<file path="src/rtl/core/lns_pkg.sv">
`default_nettype none

package lns_pkg;

    localparam int unsigned LANES  = 8;
    localparam int unsigned QDEPTH = 4;
    localparam int unsigned QPTR_W = $clog2(QDEPTH);
    localparam int unsigned QCNT_W = $clog2(QDEPTH + 1);
    localparam int unsigned LANE_W = $clog2(LANES);

    typedef logic [1:0] sample_t;

    typedef enum logic [1:0] {
        MODE_BIT_DIFF      = 2'd0,
        MODE_ZERO_DIFF     = 2'd1,
        MODE_THREE_REJECT  = 2'd2,
        MODE_NIBBLE_REJECT = 2'd3
    } mode_t;

    // byte or mode 2 group, classified: which lanes hold a sample, their values
    typedef struct packed {
        logic [LANES-1:0]    keep;
        sample_t [LANES-1:0] vals;
    } job_t;

    // control between the queue and its two sides
    typedef struct packed {
        logic push;
        logic pop;
    } q_ctl_t;

    typedef struct packed {
        logic full;
        logic valid;
    } q_sts_t;

endpackage

`default_nettype wire

</file>
<file path="src/rtl/core/lns_front.sv">
`default_nettype none

module lns_front
    import lns_pkg::*;
(
    input  wire logic       clk,
    input  wire logic       rst_n,
    input  wire logic       in_valid,
    output logic            in_stall,
    input  wire logic [7:0] data_byte,
    input  wire logic       end_of_stream,
    input  wire logic       cfg_wr_en,
    input  wire logic [1:0] cfg_wr_data,
    input  wire q_sts_t     q_sts,
    output logic            push,
    output job_t            push_job
);

    mode_t       mode_reg;
    logic [15:0] gathered_reg;
    logic [15:0] gathered_next;
    logic [1:0]  phase_reg;
    logic [1:0]  phase_next;
    logic [23:0] word;
    logic        accept;
    job_t        job;

    assign accept   = in_valid && !q_sts.full;
    assign in_stall = q_sts.full;
    assign word     = {data_byte, gathered_reg};

    always_comb
    begin
        logic [3:0] nib;
        logic [2:0] cand;
        job           = '0;
        gathered_next = gathered_reg;
        phase_next    = phase_reg;
        nib           = '0;
        cand          = '0;
        case (mode_reg)
            MODE_BIT_DIFF:
            begin
                gathered_next = '0;
                phase_next    = '0;
                for (int k = 0; k < 4; k++)
                begin
                    job.keep[k] = 1'b1;
                    job.vals[k] = sample_t'({1'b0, data_byte[2*k+1]})
                                - sample_t'({1'b0, data_byte[2*k]});
                end
            end
            MODE_ZERO_DIFF:
            begin
                gathered_next = '0;
                phase_next    = '0;
                for (int k = 0; k < 2; k++)
                begin
                    nib         = data_byte[4*k +: 4];
                    job.keep[k] = 1'b1;
                    job.vals[k] = sample_t'({1'b0, nib[1:0] == 2'd0})
                                - sample_t'({1'b0, nib[3:2] == 2'd0});
                end
            end
            MODE_THREE_REJECT:
            begin
                if (phase_reg == 2'd1)
                begin
                    gathered_next = {data_byte, gathered_reg[7:0]};
                    phase_next    = 2'd2;
                end
                else if (phase_reg == 2'd2)
                begin
                    for (int k = 0; k < LANES; k++)
                    begin
                        cand        = word[3*k +: 3];
                        job.keep[k] = cand < 3'd6;
                        job.vals[k] = {1'b0, cand == 3'd0};
                    end
                    gathered_next = '0;
                    phase_next    = '0;
                end
                else
                begin
                    gathered_next = {8'h00, data_byte};
                    phase_next    = 2'd1;
                end
            end
            MODE_NIBBLE_REJECT:
            begin
                gathered_next = '0;
                phase_next    = '0;
                for (int k = 0; k < 2; k++)
                begin
                    nib         = data_byte[4*k +: 4];
                    job.keep[k] = nib < 4'd12;
                    job.vals[k] = {1'b0, nib == 4'd0};
                end
            end
            default:
            begin
                gathered_next = '0;
                phase_next    = '0;
            end
        endcase
        if (end_of_stream)
        begin
            gathered_next = '0;
            phase_next    = '0;
        end
    end

    assign push     = accept && (|job.keep);
    assign push_job = job;

    always_ff @(posedge clk or negedge rst_n)
    begin
        if (!rst_n)
        begin
            mode_reg     <= MODE_BIT_DIFF;
            gathered_reg <= '0;
            phase_reg    <= '0;
        end
        else
        begin
            if (cfg_wr_en)
            begin
                mode_reg <= mode_t'(cfg_wr_data);
            end
            if (accept)
            begin
                gathered_reg <= gathered_next;
                phase_reg    <= phase_next;
            end
        end
    end

endmodule

`default_nettype wire

</file>
<file path="src/rtl/core/lns_fifo.sv">
`default_nettype none

module lns_fifo
    import lns_pkg::*;
(
    input  wire logic   clk,
    input  wire logic   rst_n,
    input  wire q_ctl_t q_ctl,
    input  wire job_t   wr_job,
    output q_sts_t      q_sts,
    output job_t        rd_job
);

    job_t              entries_reg [QDEPTH];
    logic [QPTR_W-1:0] wr_ptr_reg;
    logic [QPTR_W-1:0] rd_ptr_reg;
    logic [QCNT_W-1:0] count_reg;
    logic [QCNT_W-1:0] count_next;
    logic              do_push;
    logic              do_pop;

    assign q_sts.full  = count_reg == QCNT_W'(QDEPTH);
    assign q_sts.valid = count_reg != '0;
    assign do_push     = q_ctl.push && !q_sts.full;
    assign do_pop      = q_ctl.pop && q_sts.valid;
    assign rd_job      = entries_reg[rd_ptr_reg];

    always_comb
    begin
        count_next = count_reg;
        if (do_push && !do_pop)
        begin
            count_next = count_reg + QCNT_W'(1);
        end
        else if (do_pop && !do_push)
        begin
            count_next = count_reg - QCNT_W'(1);
        end
    end

    always_ff @(posedge clk)
    begin
        if (do_push)
        begin
            entries_reg[wr_ptr_reg] <= wr_job;
        end
    end

    always_ff @(posedge clk or negedge rst_n)
    begin
        if (!rst_n)
        begin
            wr_ptr_reg <= '0;
            rd_ptr_reg <= '0;
            count_reg  <= '0;
        end
        else
        begin
            count_reg <= count_next;
            if (do_push)
            begin
                wr_ptr_reg <= wr_ptr_reg + QPTR_W'(1);
            end
            if (do_pop)
            begin
                rd_ptr_reg <= rd_ptr_reg + QPTR_W'(1);
            end
        end
    end

endmodule

`default_nettype wire

</file>
<file path="src/rtl/core/lns_back.sv">
`default_nettype none

module lns_back
    import lns_pkg::*;
(
    input  wire logic   clk,
    input  wire logic   rst_n,
    input  wire q_sts_t q_sts,
    input  wire job_t   rd_job,
    output logic        pop,
    output logic        out_valid,
    input  wire logic   out_stall,
    output logic signed [1:0] sample_value,
    output logic        last_of_run
);

    logic [LANES-1:0]    keep_reg;
    logic [LANES-1:0]    keep_next;
    sample_t [LANES-1:0] vals_reg;
    logic                valid_reg;
    sample_t             sample_reg;
    logic                last_reg;
    logic                load;
    logic                emit;
    logic [LANES-1:0]    low_bit;
    logic [LANES-1:0]    remain;
    logic [LANE_W-1:0]   sel;

    // lowest kept lane goes out first
    assign low_bit = keep_reg & (~keep_reg + LANES'(1));

    always_comb
    begin
        sel = '0;
        for (int k = LANES - 1; k >= 0; k--)
        begin
            if (keep_reg[k])
            begin
                sel = LANE_W'(k);
            end
        end
    end

    assign load   = !valid_reg || !out_stall;
    assign emit   = load && (|keep_reg);
    assign remain = emit ? (keep_reg & ~low_bit) : keep_reg;
    assign pop    = q_sts.valid && (remain == '0);

    always_comb
    begin
        keep_next = remain;
        if (pop)
        begin
            keep_next = rd_job.keep;
        end
    end

    always_ff @(posedge clk)
    begin
        if (pop)
        begin
            vals_reg <= rd_job.vals;
        end
        if (emit)
        begin
            sample_reg <= vals_reg[sel];
            last_reg   <= remain == '0;
        end
    end

    always_ff @(posedge clk or negedge rst_n)
    begin
        if (!rst_n)
        begin
            keep_reg  <= '0;
            valid_reg <= 1'b0;
        end
        else
        begin
            keep_reg <= keep_next;
            if (load)
            begin
                valid_reg <= emit;
            end
        end
    end

    assign out_valid    = valid_reg;
    assign sample_value = sample_reg;
    assign last_of_run  = last_reg;

endmodule

`default_nettype wire

</file>
<file path="src/rtl/core/lattice_noise_sampler.sv">
// a request's samples pass through the queue entry, the serializer's lane register
// and the output sample register; the output stage gives one sample per cycle while
// out_stall is low (4 samples per byte in mode 0, up to 8 for a completed mode 2 group)
// a four-entry queue between classification and the sample serializer absorbs bursts
// reset: asynchronous, active low; mode 0, empty group, empty queue, no output
`default_nettype none

module lattice_noise_sampler
    import lns_pkg::*;
(
    input  wire logic       clk,
    input  wire logic       rst_n,
    input  wire logic       in_valid,
    output logic            in_stall,
    input  wire logic [7:0] data_byte,
    input  wire logic       end_of_stream,
    input  wire logic       cfg_wr_en,
    input  wire logic [1:0] cfg_wr_data,
    output logic            out_valid,
    input  wire logic       out_stall,
    output logic signed [1:0] sample_value,
    output logic            last_of_run
);

    q_ctl_t q_ctl;
    q_sts_t q_sts;
    job_t   wr_job;
    job_t   rd_job;
    logic   push;
    logic   pop;

    assign q_ctl.push = push;
    assign q_ctl.pop  = pop;

    lns_front u_front (
        .clk           (clk),
        .rst_n         (rst_n),
        .in_valid      (in_valid),
        .in_stall      (in_stall),
        .data_byte     (data_byte),
        .end_of_stream (end_of_stream),
        .cfg_wr_en     (cfg_wr_en),
        .cfg_wr_data   (cfg_wr_data),
        .q_sts         (q_sts),
        .push          (push),
        .push_job      (wr_job)
    );

    lns_fifo u_fifo (
        .clk    (clk),
        .rst_n  (rst_n),
        .q_ctl  (q_ctl),
        .wr_job (wr_job),
        .q_sts  (q_sts),
        .rd_job (rd_job)
    );

    lns_back u_back (
        .clk          (clk),
        .rst_n        (rst_n),
        .q_sts        (q_sts),
        .rd_job       (rd_job),
        .pop          (pop),
        .out_valid    (out_valid),
        .out_stall    (out_stall),
        .sample_value (sample_value),
        .last_of_run  (last_of_run)
    );

endmodule

`default_nettype wire

</file>
<file path="config.mk">
export PLATFORM = sky130hd
export DESIGN_NAME = lattice_noise_sampler
export DESIGN_NICKNAME = d
export VERILOG_FILES = /design/src/rtl/core/lns_pkg.sv /design/src/rtl/core/lns_front.sv /design/src/rtl/core/lns_fifo.sv /design/src/rtl/core/lns_back.sv /design/src/rtl/core/lattice_noise_sampler.sv
export SDC_FILE = /design/constraint.sdc
export NUM_CORES = 1
export LEC_CHECK = 0
export ABC_AREA = 1
export BUFFER_PORTS_ARGS = -buffer_cell sky130_fd_sc_hd__buf_2
export CAP_MARGIN = 10
export CELL_PAD_IN_SITES_DETAIL_PLACEMENT = 0
export CELL_PAD_IN_SITES_GLOBAL_PLACEMENT = 1
export CORE_MARGIN = 2
export CORE_UTILIZATION = 53
export DETAILED_ROUTE_END_ITERATION = 10
export GPL_TIMING_DRIVEN = 0
export PLACE_DENSITY = 0.88
export SLEW_MARGIN = 0
export SYNTH_ARGS = -nofsm -noshare
export SYNTH_HDL_FRONTEND = slang
export SYNTH_SLANG_ARGS = --single-unit
export TNS_END_PERCENT = 10
</file>
<file path="constraint.sdc">
create_clock -name clk -period 4.1 [get_ports clk]
set_input_delay 0.615 -clock clk [delete_from_list [all_inputs] [get_ports clk]]
set_output_delay 0.615 -clock clk [all_outputs]
set_load 0.05 [all_outputs]
</file>
==> results.txt <==
status = finished, final reports clean
sequential-to-total area share from yosys stat = 63.4%
critical-path maximum fanout = 7
layout cell share with drive strength beyond 1 = 14.4%
height of the die = 110 um
CTS Buf Count = 17
critical path class = reg -> reg
Design Area, Final = 0.00686 mm^2
count of nets after finishing = 624
Rows = 38
max cap viols = 0
startpoint types = flop
routability-driven placement congestion ratio = 0.880
Bufs on Longest Clock Path = 2
most frequent cells in the layout = edfxtp_1 (95), nand2_1 (79), inv_1 (61)
PnR worst setup slack = 0.994 ns
IO Port Bufs = 20
Post-Syn Nets = 581
Post-synth ARST share = 27.5%
final WL = 12600 um
dominant cells by area after synthesis = edfxtp_1 (48%), dfrtp_1 (15%), o21ai_0 (5.1%)
post-CTS sizing = 0
initial DRC count = 297
largest net degree at the start of global routing = 37
post-DP HPWL = 8630 um
Yosys top cell by area = edfxtp_1
crit path DAT = 3.50 ns
Layout area overhead = 15.9%
Final Cycle Share = 75.8%
final-report hold violation count = 0
flops & latches, synth = 131
1st-pass router iterations = 5
Placed Area = 0.00627 mm^2
area of the core = 0.0109 mm^2
pre-CTS setup slack = 1.09 ns
first-pass GRT wire length = 19900 um
most frequently used flop master after synthesis = edfxtp_1
Clock transition at path regs = 0.06 ns
synthesized area = 0.00592 mm^2
Setup TNS = 0 ns
filler cell count = 863
# DRC = 0
clock latency on the worst-skew pair = 0.52 ns
post-route minimum period = 3.11 ns
Slew HR = 39.9%
ANT cells = 0
Critical path origin = u_front.phase_reg[1]$_DFFE_PN0P_
Avg WL per Cell = 17.1 um
most common library cell in the layout ignoring fill and taps = edfxtp_1
Routed Antenna Nets = 0
via count = 4032
max FFs per register = 80
Min-Delay Path Class = in -> async
RSZ-0062 raised after global routing = no
vias in the first global route = 4036
Hold Buf Count CTS = 0
all-layer global routing usage = 23.2%
post-layout util = 63.0%
Synth top area share = 48.2%
Warnings, synthesis = 0
Chip Width = 110 um
Syn Area/Cell = 10.9 um^2
post-synth cell types = 39
GR Overflow Total = 0
WP data required = 4.50 ns
FMAX = 322 MHz
PwrDens = 738 mW/mm^2
CP endpoint kind = flop
DR vias/cell = 5.47
Finish-stage setup viols = 0
io pins = 21
Num Clock Sinks = 131
CTS tree = done
antenna violations before repair = 0
worst vdd ir = 0.374 mV
number of synthesized flops with an enable pin = 95
Max Slew Vio Count = 0
clock root cell = clkbuf_8
# H-tree levels = 4
R2R Path Start = u_front.phase_reg[1]$_DFFE_PN0P_
Initial Util = 54.3%
Mapped Cells = 542
static leakage = 2.83 nW
die area = 0.0120 mm^2
Setup Fix Bufs, Post-CTS = 0
Worst Skew = 0.00594 ns
Slew @ Worst Pin = 0.901 ns
[cells by family after synthesis]
| kind of cell | count (synthesis) | share of synthesized area, % |
|---|---|---|
| buf+inv | 83 | 5.86 |
| xor+xnor | 3 | 0.444 |
| compound gates | 105 | 9.98 |
| mux | 1 | 0.190 |
| flops | 131 | 63.4 |
| simple gates | 196 | 15.1 |
| fa+ha+maj | 23 | 4.99 |
[layout make-up]
type / instances / area (um^2) / share of cell area (%)
Multi-Input combinational cell: 328 / 1830 / 26.6
Inverter: 66 / 248 / 3.61
Clock inverter: 13 / 166 / 2.43
Buffer: 17 / 98.8 / 1.44
Tap cell: 140 / 175 / 2.55
Timing Repair Buffer: 24 / 173 / 2.52
Sequential cell: 131 / 3750 / 54.7
Clock buffer: 18 / 418 / 6.09
[worst max-delay path, stage by stage, from the launching register on]
cell     delay [ns]
dfrtp_1        0.35
inv_1          0.06
ha_1           0.23
inv_2          0.08
nand2_2        0.07
nor2_2         0.14
nand2_1        0.11
a21oi_1        0.45
nor2_1         0.10
nand3_2        0.13
nand2_2        0.13
inv_1          0.10
ha_1           0.14
inv_1          0.07
fa_1           0.38
a21oi_1        0.16
o21ai_0        0.12
xor2_1         0.15
[where the power goes]
| part | internal, W | switching (W) | leakage (nW) |
|---|---|---|---|
| combinational | 0.000518 | 0.00112 | 1.19 |
| sequential | 0.00181 | 0.000116 | 1.36 |
| clock | 0.000971 | 0.000528 | 0.283 |
[stage by stage]
| stage | power, W | hold WS (ns) | instances |
|---|---|---|---|
| 6_report | 0.00506 | 0.224 | 737 |
| 3_5_place_dp | 0.00357 | 0.474 | 706 |
| 4_1_cts | 0.00510 | 0.229 | 737 |
| 3_3_place_gp | 0.00347 | 0.469 | 702 |
| 2_1_floorplan | 0.00308 | 0.319 | 542 |
| 5_1_grt | 0.00537 | 0.282 | 737 |
[synthesized netlist by cell type (3+ instances only)]
master	count
clkbuf_1	9
o21ai_0	60
edfxtp_1	95
inv_1	61
nor2_2	7
nand3b_1	3
o31ai_1	4
nand2_2	4
nor2_1	58
o22ai_1	21
dfrtp_1	36
nor2_4	3
nand4_1	12
ha_1	22
nor4_1	3
buf_6	4
o21ai_1	4
nand3_1	20
inv_2	4
nand2_1	79
a21oi_1	10
[final timing paths]
check                      depth (start not counted)  slack [ns]                             endpoint
setup / recovery                                  17        0.99      u_fifo.count_reg[2]$_DFFE_PN0P_
hold / removal                                     1        0.22         u_back.keep_reg[1]$_DFF_PN0_
setup reg to reg                                  17        0.99      u_fifo.count_reg[2]$_DFFE_PN0P_
hold reg to reg                                    2        0.49  u_front.gathered_reg[6]$_DFFE_PN0P_
max in group asynchronous                          1        3.31  u_front.gathered_reg[9]$_DFFE_PN0P_
min in group clk                                   3        0.31      u_front.mode_reg[0]$_DFFE_PN0P_
[per-layer routing]
layer	up-vias	global-route usage, %	routed length, um	share of wire, %
met2	127	38.8	6450	51
met4	0	9.86	283	2.3
li1	1960	-	-	-
met3	22	5.28	636	5.1
met5	-	0	0	0
met1	1923	29.0	5200	41
(Power assumes the default switching activity.)
